<file path="src/hdl/sis_pkg.sv">
package sis_pkg;

  localparam int KEY_W  = 32;
  localparam int SIZE_W = 5;

  localparam logic [1:0] OP_INSERT = 2'd0;
  localparam logic [1:0] OP_ERASE  = 2'd1;
  localparam logic [1:0] OP_LOOKUP = 2'd2;
  localparam logic [1:0] OP_CLEAR  = 2'd3;

  typedef struct packed {
    logic [1:0]       req_type;
    logic [KEY_W-1:0] key_value;
  } in_item_t;

  typedef struct packed {
    logic              was_present;
    logic              accepted;
    logic [SIZE_W-1:0] set_size;
  } out_item_t;

  // Command broadcast to every cell of the chain.
  typedef struct packed {
    logic compare;
    logic insert;
    logic erase;
    logic clear;
  } cell_cmd_t;

endpackage

</file>
<file path="src/hdl/sis_cell.sv">
module sis_cell #(
  parameter int VALUE_WIDTH = 32
) (
  input  logic                   clk,
  input  logic                   rst_n,
  input  sis_pkg::cell_cmd_t     cmd,
  input  logic [VALUE_WIDTH-1:0] key,
  input  logic [VALUE_WIDTH-1:0] left_value,
  input  logic                   left_valid,
  input  logic                   left_mark,
  input  logic [VALUE_WIDTH-1:0] right_value,
  input  logic                   right_valid,
  output logic [VALUE_WIDTH-1:0] value_o,
  output logic                   valid_o,
  output logic                   mark_o,
  output logic                   eq_o
);

  logic [VALUE_WIDTH-1:0] value_r, value_nxt;
  logic                   valid_r, valid_nxt;
  logic                   mark_r, mark_nxt;
  logic                   eq_r, eq_nxt;

  // The mark flags the cells at or after the position of the key: an empty
  // cell, or one holding a value not below the key. Valid cells form a
  // prefix, so the marks form a suffix of the chain.
  always_comb begin
    value_nxt = value_r;
    valid_nxt = valid_r;
    mark_nxt  = mark_r;
    eq_nxt    = eq_r;
    if (cmd.compare) begin
      mark_nxt = !valid_r || (value_r >= key);
      eq_nxt   = valid_r && (value_r == key);
    end
    if (cmd.clear) begin
      valid_nxt = 1'b0;
    end else if (cmd.insert && mark_r) begin
      if (left_mark) begin
        value_nxt = left_value;
        valid_nxt = left_valid;
      end else begin
        value_nxt = key;
        valid_nxt = 1'b1;
      end
    end else if (cmd.erase && mark_r) begin
      value_nxt = right_value;
      valid_nxt = right_valid;
    end
  end

  always_ff @(posedge clk) begin
    if (!rst_n) begin
      valid_r <= 1'b0;
      mark_r  <= 1'b0;
      eq_r    <= 1'b0;
    end else begin
      valid_r <= valid_nxt;
      mark_r  <= mark_nxt;
      eq_r    <= eq_nxt;
    end
    value_r <= value_nxt;
  end

  assign value_o = value_r;
  assign valid_o = valid_r;
  assign mark_o  = mark_r;
  assign eq_o    = eq_r;

endmodule

</file>
<file path="src/hdl/sorted_integer_set.sv">
// Each request runs a compare cycle, in which every cell of the chain checks
// the key, then an update cycle that shifts cells; the result is registered
// at the end of the update cycle, and the next request is taken no earlier.
// A result waiting on out_stall holds the update cycle and the next request.
// Reset (synchronous, rst_n low) empties the set; stored values keep no reset.
module sorted_integer_set #(
  parameter int CAPACITY    = 16,
  parameter int VALUE_WIDTH = 32
) (
  input  logic                clk,
  input  logic                rst_n,
  input  logic                in_valid,
  output logic                in_stall,
  input  sis_pkg::in_item_t   in_data,
  output logic                out_valid,
  input  logic                out_stall,
  output sis_pkg::out_item_t  out_data
);

  localparam int CNT_W = $clog2(CAPACITY + 1);

  localparam logic [1:0] ST_IDLE = 2'd0;
  localparam logic [1:0] ST_CMP  = 2'd1;
  localparam logic [1:0] ST_UPD  = 2'd2;

  logic [1:0]             state_r, state_nxt;
  logic [1:0]             op_r, op_nxt;
  logic [VALUE_WIDTH-1:0] key_r, key_nxt;
  logic [CNT_W-1:0]       count_r, count_nxt;
  logic                   out_valid_r, out_valid_nxt;
  sis_pkg::out_item_t     out_data_r, out_data_nxt;

  logic [63:0]            key_ext;
  logic                   accept;
  logic                   upd_done;
  logic                   hit;
  logic                   full;
  logic                   present;
  logic                   ins_ok;
  logic [CNT_W+sis_pkg::SIZE_W-1:0] size_ext;
  sis_pkg::cell_cmd_t     cmd;

  logic [VALUE_WIDTH-1:0] cell_value [CAPACITY];
  logic [CAPACITY-1:0]    cell_valid;
  logic [CAPACITY-1:0]    cell_mark;
  logic [CAPACITY-1:0]    cell_eq;

  assign key_ext  = {32'd0, in_data.key_value};
  assign upd_done = (state_r == ST_UPD) && !(out_valid_r && out_stall);
  assign in_stall = !((state_r == ST_IDLE) || upd_done);
  assign accept   = in_valid && !in_stall;

  assign hit     = |cell_eq;
  assign full    = (count_r == CNT_W'(CAPACITY));
  assign present = hit && (op_r != sis_pkg::OP_CLEAR);
  assign ins_ok  = (op_r == sis_pkg::OP_INSERT) && !hit && !full;

  always_comb begin
    cmd         = '0;
    cmd.compare = (state_r == ST_CMP);
    if (upd_done) begin
      cmd.insert = ins_ok;
      cmd.erase  = (op_r == sis_pkg::OP_ERASE) && hit;
      cmd.clear  = (op_r == sis_pkg::OP_CLEAR);
    end
  end

  always_comb begin
    count_nxt = count_r;
    if (cmd.clear) begin
      count_nxt = '0;
    end else if (cmd.insert) begin
      count_nxt = count_r + 1'b1;
    end else if (cmd.erase) begin
      count_nxt = count_r - 1'b1;
    end
  end

  assign size_ext = {{sis_pkg::SIZE_W{1'b0}}, count_nxt};

  always_comb begin
    state_nxt     = state_r;
    op_nxt        = op_r;
    key_nxt       = key_r;
    out_valid_nxt = out_valid_r;
    out_data_nxt  = out_data_r;
    if (out_valid_r && !out_stall) begin
      out_valid_nxt = 1'b0;
    end
    unique case (state_r)
      ST_IDLE: begin
        if (accept) begin
          state_nxt = ST_CMP;
        end
      end
      ST_CMP: begin
        state_nxt = ST_UPD;
      end
      ST_UPD: begin
        if (upd_done) begin
          out_valid_nxt            = 1'b1;
          out_data_nxt.was_present = present;
          out_data_nxt.accepted    = !((op_r == sis_pkg::OP_INSERT) && !hit && full);
          out_data_nxt.set_size    = size_ext[sis_pkg::SIZE_W-1:0];
          state_nxt                = accept ? ST_CMP : ST_IDLE;
        end
      end
      default: begin
        state_nxt = ST_IDLE;
      end
    endcase
    if (accept) begin
      op_nxt  = in_data.req_type;
      key_nxt = key_ext[VALUE_WIDTH-1:0];
    end
  end

  always_ff @(posedge clk) begin
    if (!rst_n) begin
      state_r     <= ST_IDLE;
      count_r     <= '0;
      out_valid_r <= 1'b0;
    end else begin
      state_r     <= state_nxt;
      count_r     <= count_nxt;
      out_valid_r <= out_valid_nxt;
    end
    op_r       <= op_nxt;
    key_r      <= key_nxt;
    out_data_r <= out_data_nxt;
  end

  genvar gi;
  generate
    for (gi = 0; gi < CAPACITY; gi++) begin : g_cell
      logic [VALUE_WIDTH-1:0] lv, rv;
      logic                   lvld, lmark, rvld;
      if (gi == 0) begin : g_first
        assign lv    = '0;
        assign lvld  = 1'b0;
        assign lmark = 1'b0;
      end else begin : g_mid
        assign lv    = cell_value[gi-1];
        assign lvld  = cell_valid[gi-1];
        assign lmark = cell_mark[gi-1];
      end
      if (gi == CAPACITY - 1) begin : g_last
        assign rv   = '0;
        assign rvld = 1'b0;
      end else begin : g_inner
        assign rv   = cell_value[gi+1];
        assign rvld = cell_valid[gi+1];
      end
      sis_cell #(
        .VALUE_WIDTH(VALUE_WIDTH)
      ) u_cell (
        .clk        (clk),
        .rst_n      (rst_n),
        .cmd        (cmd),
        .key        (key_r),
        .left_value (lv),
        .left_valid (lvld),
        .left_mark  (lmark),
        .right_value(rv),
        .right_valid(rvld),
        .value_o    (cell_value[gi]),
        .valid_o    (cell_valid[gi]),
        .mark_o     (cell_mark[gi]),
        .eq_o       (cell_eq[gi])
      );
    end
  endgenerate

  assign out_valid = out_valid_r;
  assign out_data  = out_data_r;

endmodule

</file>
<file path="config.mk">
export PLATFORM = sky130hd
export DESIGN_NAME = sorted_integer_set
export DESIGN_NICKNAME = d
export VERILOG_FILES = /design/src/hdl/sis_pkg.sv /design/src/hdl/sis_cell.sv /design/src/hdl/sorted_integer_set.sv
export SDC_FILE = /design/constraint.sdc
export NUM_CORES = 2
export LEC_CHECK = 0
export ABC_CLOCK_PERIOD_IN_PS = 4700
export BUFFER_PORTS_ARGS = -buffer_cell sky130_fd_sc_hd__buf_2
export CORE_ASPECT_RATIO = 0.7
export CORE_MARGIN = 2
export CORE_UTILIZATION = 44
export DETAILED_ROUTE_END_ITERATION = 10
export PLACE_DENSITY = 0.6
export SLEW_MARGIN = 10
export SYNTH_ARGS = -nofsm -noshare
export SYNTH_HDL_FRONTEND = slang
export SYNTH_SLANG_ARGS = --single-unit
</file>
<file path="constraint.sdc">
create_clock -name clk -period 4.7 [get_ports clk]
set_input_delay 0.47 -clock clk [delete_from_list [all_inputs] [get_ports clk]]
set_output_delay 0.47 -clock clk [all_outputs]
set_load 0.01 [all_outputs]
</file>
Word-level counts from Yosys, hierarchy flattened. Index checks and enable logic that the tools add are counted.

Magnitude comparators: 16. Multiplexer cells: 105. Eq/ne operators: 24. $add $sub $neg: 2. Bitwise logic cells: 2. Reduce and logical (&&, ||, !) cells: 134.

Operator list (count): 2-to-1 mux 32 bit (47); equality test 32 bit (16); >= comparator 32 bit (16); logical AND 1 bit (57); 2-to-1 mux 1 bit (51); AND reduction 2 bit (18); nonzero test 2 bit (16); logical NOT 1 bit (22); logical OR 1 bit (17); OR reduction 16 bit (1); 2-to-1 mux 5 bit (3); inequality test 2 bit (second input constant) (3); case mux 2 bit (3 select lines) (1); adder 5 x 1 -> 5 bit (second input constant) (1); equality test 5 bit (second input constant) (1); subtractor 5 x 1 -> 5 bit (second input constant) (1); equality test 2 x 1 -> 1 bit (second input constant) (2); equality test 2 bit (second input constant) (2); logical NOT 2 bit (2); 2-to-1 mux 2 bit (2); 2-to-1 mux 3 bit (1); inverter 1 bit (2); OR reduction 2 bit (1).

Output and inout port bits: 9. Register bits after elaboration: 609. Word-level logic and storage cells: 355.

Longest topological paths before layout.
Depth after elaboration: 8. Gate-level depth with buffers: 10. Gate-level depth less buffers: 7.

Cells and area by module. Synthesis repeated with hierarchy kept, for this count alone.

Cell total of the unflattened synthesis: 4417. Area total of the unflattened synthesis: 43008.7 µm².

By module, submodules not included: sis_cell (cells an instance 268, sequential area each 1021.0 µm², times used 16, area an instance 2570.0 µm²); sorted_integer_set (cells an instance 129, sequential area each 1391.3 µm², times used 1, area an instance 1889.3 µm²).

Worst setup path before layout. No wires, ideal clock.

Kind: register -> register. From: reg count_r[0]. To: reg g_cell[15].u_cell.valid_r. Library setup time: 0.254 ns. Required time: 4.446 ns. Path buffers: 1. Arrival time: 4.192 ns. Slack: 0.254 ns. Clock period less this slack: 4.446 ns. Stages on the path, launching flop included: 9. Cells stage by stage: dfxtp_1 > inv_1 > ha_1 > and4bb_4 > nor3_4 > buf_4 > nand3_2 > a21boi_0 > o21ai_0.

Word-level cells in the longest chain between the ends: 6. Elaborated cells between the ends (all ways): 7. Those cells by class: eq/ne (1); mux (2); reduce/logical (4).

Ends and longest elaborated chain: start, declared (line sorted_integer_set.sv:29) `logic [CNT_W-1:0] count_r, count_nxt;`; start signal, assigned (line sorted_integer_set.sv:125) `count_r <= count_nxt;`; equality test 5 bit (*) (line sorted_integer_set.sv:54) `assign full = (count_r == CNT_W'(CAPACITY));`; logical NOT 1 bit (*) (line sorted_integer_set.sv:56) `assign ins_ok = (op_r == sis_pkg::OP_INSERT) && !hit && !full;`; logical AND 1 bit (*) (line sorted_integer_set.sv:56); 2-to-1 mux 3 bit (*) (line sorted_integer_set.sv:61) `if (upd_done) begin`; logical AND 1 bit (*) (line sis_cell.sv:38) `end else if (cmd.insert && mark_r) begin`; 2-to-1 mux 1 bit / nonzero test 2 bit (equally long branches); end signal, assigned (line sis_cell.sv:58) `valid_r <= valid_nxt;`; end, declared (line sis_cell.sv:20) `logic valid_r, valid_nxt;`.

Every way passes the cells marked *; elsewhere a longest branch is shown, timed or not. A chain may end at the register's enable or synchronous reset.

Final worst setup path.
From: reg key_r[25]. To: reg g_cell[10].u_cell.eq_r.

Word-level cells in the longest chain between the ends: 2.

Ends and longest elaborated chain: start, declared (line sorted_integer_set.sv:28) `logic [VALUE_WIDTH-1:0] key_r, key_nxt;`; start signal, assigned (line sorted_integer_set.sv:129) `key_r <= key_nxt;`; equality test 32 bit (line sis_cell.sv:34) `eq_nxt = valid_r && (value_r == key);`; logical AND 1 bit (line sis_cell.sv:34); end signal, assigned (line sis_cell.sv:60) `eq_r <= eq_nxt;`; end, declared (line sis_cell.sv:22) `logic eq_r, eq_nxt;`.

No other way between the ends.

==> results.toml <==
[pwr]
seqPwrFrac_pct = 47.5
power.internal_mw = 9.38
p_leak_nw = 17.4
comb_power_share_pct = 9.9
power.density_nw_per_um2 = 283
power_frac_clock_pct = 42.6
switchingPower_mw = 3.26
swShare_pct = 25.8
irDropWorstVdd_v = 0.000236

[detailed_routing]
routed_wl_um = 126000
wl_per_cell_um = 24.2
num_vias = 31800
dr.pass1.iters = 5
antenna_left = 0
drtIter0Drc = 3260
drt-vias-per-instance = 6.08
drc = 0

[synth]
ys.warnings.count = 0
synth_ff_type = "edfxtp_1"
synth_area_um2 = 40400
synthTopCellsByCount = "nand2_1, o21ai_0, edfxtp_1"
yosysMostFrequentCell = "nand2_1"
ys_types = 64
yosys.area.top_type = "edfxtp_1"
synth_seq_cells = 609
ys_seq_area_share_pct = 43.9
synth_top_cells_by_area = "edfxtp_1, ha_1, mux2i_1"
synth.avg_cell_area_um2 = 10.3
synth_top_area_share_pct = 41.1
syn_nets = 4459
synthCells = 3907
synth_edf_count = 553
ys_async_sr_fraction_pct = 0

[critical_path]
cp-end-kind = "flop"
cp_max_fo = 17
reg2reg_to = "g_cell[10].u_cell.eq_o"
r2r_start = "key_r[25]"
reg2reg_depth = 7
crit_path_start_kind = "flop"
required_ps = 5260
crit_type = "reg -> reg"
endpoint = "g_cell[10].u_cell.eq_o"
crit_start = "key_r[25]"
rrSetupSlack_ps = 800
arrival_ps = 4460

[die]
num_io_pins = 47
rows = 92
die_area_um2 = 94200
core-area_um2 = 90500
die_height_um = 257
fp.dieW_um = 366
start_util_pct = 44.6

[place]
place_congestion = 0.870
dp_hpwl_um = 93700
portBuffers = 46
post-place-ws_ps = 925

[timing]
post-route-min-period_ps = 3900
hold_violations = 0
skew_ps = 34.9
slew_violations = 0
rsz0062_at_grt = "no"
period_share_pct = 83.0
slew_headroom_pct = 5.24
worst_slew_pin_slew_ps = 1410
setup_tns_ps = 0
setup_violations = 0
fmax_ghz = 0.256
setup_slack_ps = 800

[hold_path]
whs_path_depth = 1
hold_path_class = "in -> reg"
hp-start = "in_data[22]"

[global_route]
grt_pass1_vias = 30500
grt_max_degree = 66
grt_pass1_wl_um = 192000
grt_use_total_pct = 26.4
grt_overflow = 0
antenna_found_initial = 4

[clocking]
cts_setup_buffers = 0
cts_root_buf = "clkbuf_16"
clkSinkCount = 609
clk_pin_slew_worst_paths_ps = 70
clockBufferDepth = 3
cts-htree-levels = 3
cts_buffers = 66
clk_latency_ps = 670
cts_resized = 0
cts_tree = "yes"

[run]
maxCapViolations = 0

[run_status]
status = "completed"

[final_layout]
synthToLayoutAreaGrowth_pct = 10.5
drive_gt1_share_pct = 7.71
fill_cells = 8373
fin_nets = 4497
[metal layers]
layer	vias to the layer above	global-route usage [%]	wire length, um
li1	14800	-	-
met1	15600	42.7	63900
met2	1174	36.4	49900
met3	123	5.11	11100
met4	4	3.92	1400
met5	-	0	27
[worst max-delay path, stage by stage (launching register included)]
cell and delay [ps]:
edfxtp_1 720, inv_1 490, ha_1 460, nand4_1 130, nor4_1 1130, nand3_1 200, or4_1 520, a21oi_1 140
[power by group through the flow]
stage / logic (mW) / clock network (mW) / registers [mW]
2_1_floorplan: 0.890 / 0 / 6.03
3_3_place_gp: 1.20 / 0 / 6.11
3_5_place_dp: 1.21 / 0 / 6.12
4_1_cts: 1.24 / 5.44 / 6.00
5_1_grt: 1.38 / 5.64 / 6.00
6_report: 1.25 / 5.38 / 6.00
[cell type report]
| class | instances | area (um2) | area share [%] |
|---|---|---|---|
| clock buffers | 86 | 1770 | 3.96 |
| multi-input cells | 3012 | 21600 | 48.5 |
| repair buffers | 183 | 1340 | 3.00 |
| well taps | 1222 | 1530 | 3.43 |
| flip-flops and latches | 609 | 17700 | 39.8 |
| inverters | 73 | 274 | 0.614 |
| diodes | 1 | 2.50 | 0.00561 |
| clock inverters | 33 | 323 | 0.724 |
[metrics by stage]
step	std cells	hold slack [ps]	power [mW]	area [um2]	utilization, %
2_1_floorplan	3907	442	6.92	40400	-
4_1_cts	5218	0.0366	12.7	44600	49.3
3_5_place_dp	5078	459	7.33	42300	46.8
6_report	5219	35.3	12.6	44600	49.3
3_3_place_gp	5078	456	7.31	42300	46.8
5_1_grt	5218	1.40	13.0	44600	49.3
[state kept, by name (all words and copies together) (netlist names)]
signal,count
count_r,5
g_cell.u_cell.value_o,512
g_cell.u_cell.mark_o,16
op_r,2
g_cell.u_cell.eq_o,16
key_r,32
state_r,2
out_data,7
out_valid,1
g_cell.u_cell.valid_o,16
[repair_timing]
action                                  in CTS  in global routing
hold endpoints to repair                    21                  0
endpoints found under the setup margin       0                  0
hold buffers                                21                  0
[logic make-up (layout without fill, tap and decap cells)]
kind of cell / after synthesis / after routing / synth area share, %
muxes: 484 / 484 / 12.0
adders and majority gates: 514 / 514 / 15.9
and+or+nand+nor: 1035 / 1035 / 11.8
other: 0 / 1 / 0
buffers and inverters: 286 / 375 / 2.70
DFF: 609 / 609 / 43.9
AOI/OAI and AO/OA: 979 / 979 / 13.6
[cell usage in the layout, fill, tap and decap left out, drive strengths merged, types with 4 or more instances in the layout]
| cell type | Yosys | final |
|---|---|---|
| a2111oi | 22 | 22 |
| a211o | 8 | 8 |
| a211oi | 15 | 15 |
| a21boi | 17 | 17 |
| a21o | 24 | 24 |
| a21oi | 201 | 201 |
| a221oi | 6 | 6 |
| a31oi | 16 | 16 |
| and2 | 4 | 4 |
| and4 | 35 | 35 |
| buf | 16 | 162 |
| bufinv | 0 | 6 |
| clkbuf | 197 | 86 |
| clkinv | 1 | 22 |
| dfxtp | 56 | 56 |
| dlygate4sd3 | 0 | 21 |
| edfxtp | 553 | 553 |
| ha | 514 | 514 |
| inv | 72 | 75 |
| mux2i | 483 | 483 |
| nand2 | 629 | 629 |
| nand2b | 20 | 20 |
| nand3 | 57 | 57 |
| nand4 | 106 | 106 |
| nor2 | 84 | 84 |
| nor2b | 27 | 27 |
| nor3 | 49 | 49 |
| nor4 | 11 | 11 |
| o21a | 17 | 17 |
| o21ai | 581 | 581 |
| o21ba | 6 | 6 |
| o22ai | 7 | 7 |
| o311a | 9 | 9 |
| o311ai | 15 | 15 |
| o31ai | 16 | 16 |
[worst min-delay path by stage]
stage,to,slack (ps)
final,key_r[22],40
after global routing,key_r[18],1
after CTS,key_r[18],0.04
after detailed placement,g_cell[13].u_cell.eq_o,460
after global placement,g_cell[7].u_cell.eq_o,460
after floorplan,g_cell[0].u_cell.eq_o,440
No activity file was read; power rests on OpenSTA's default activity.
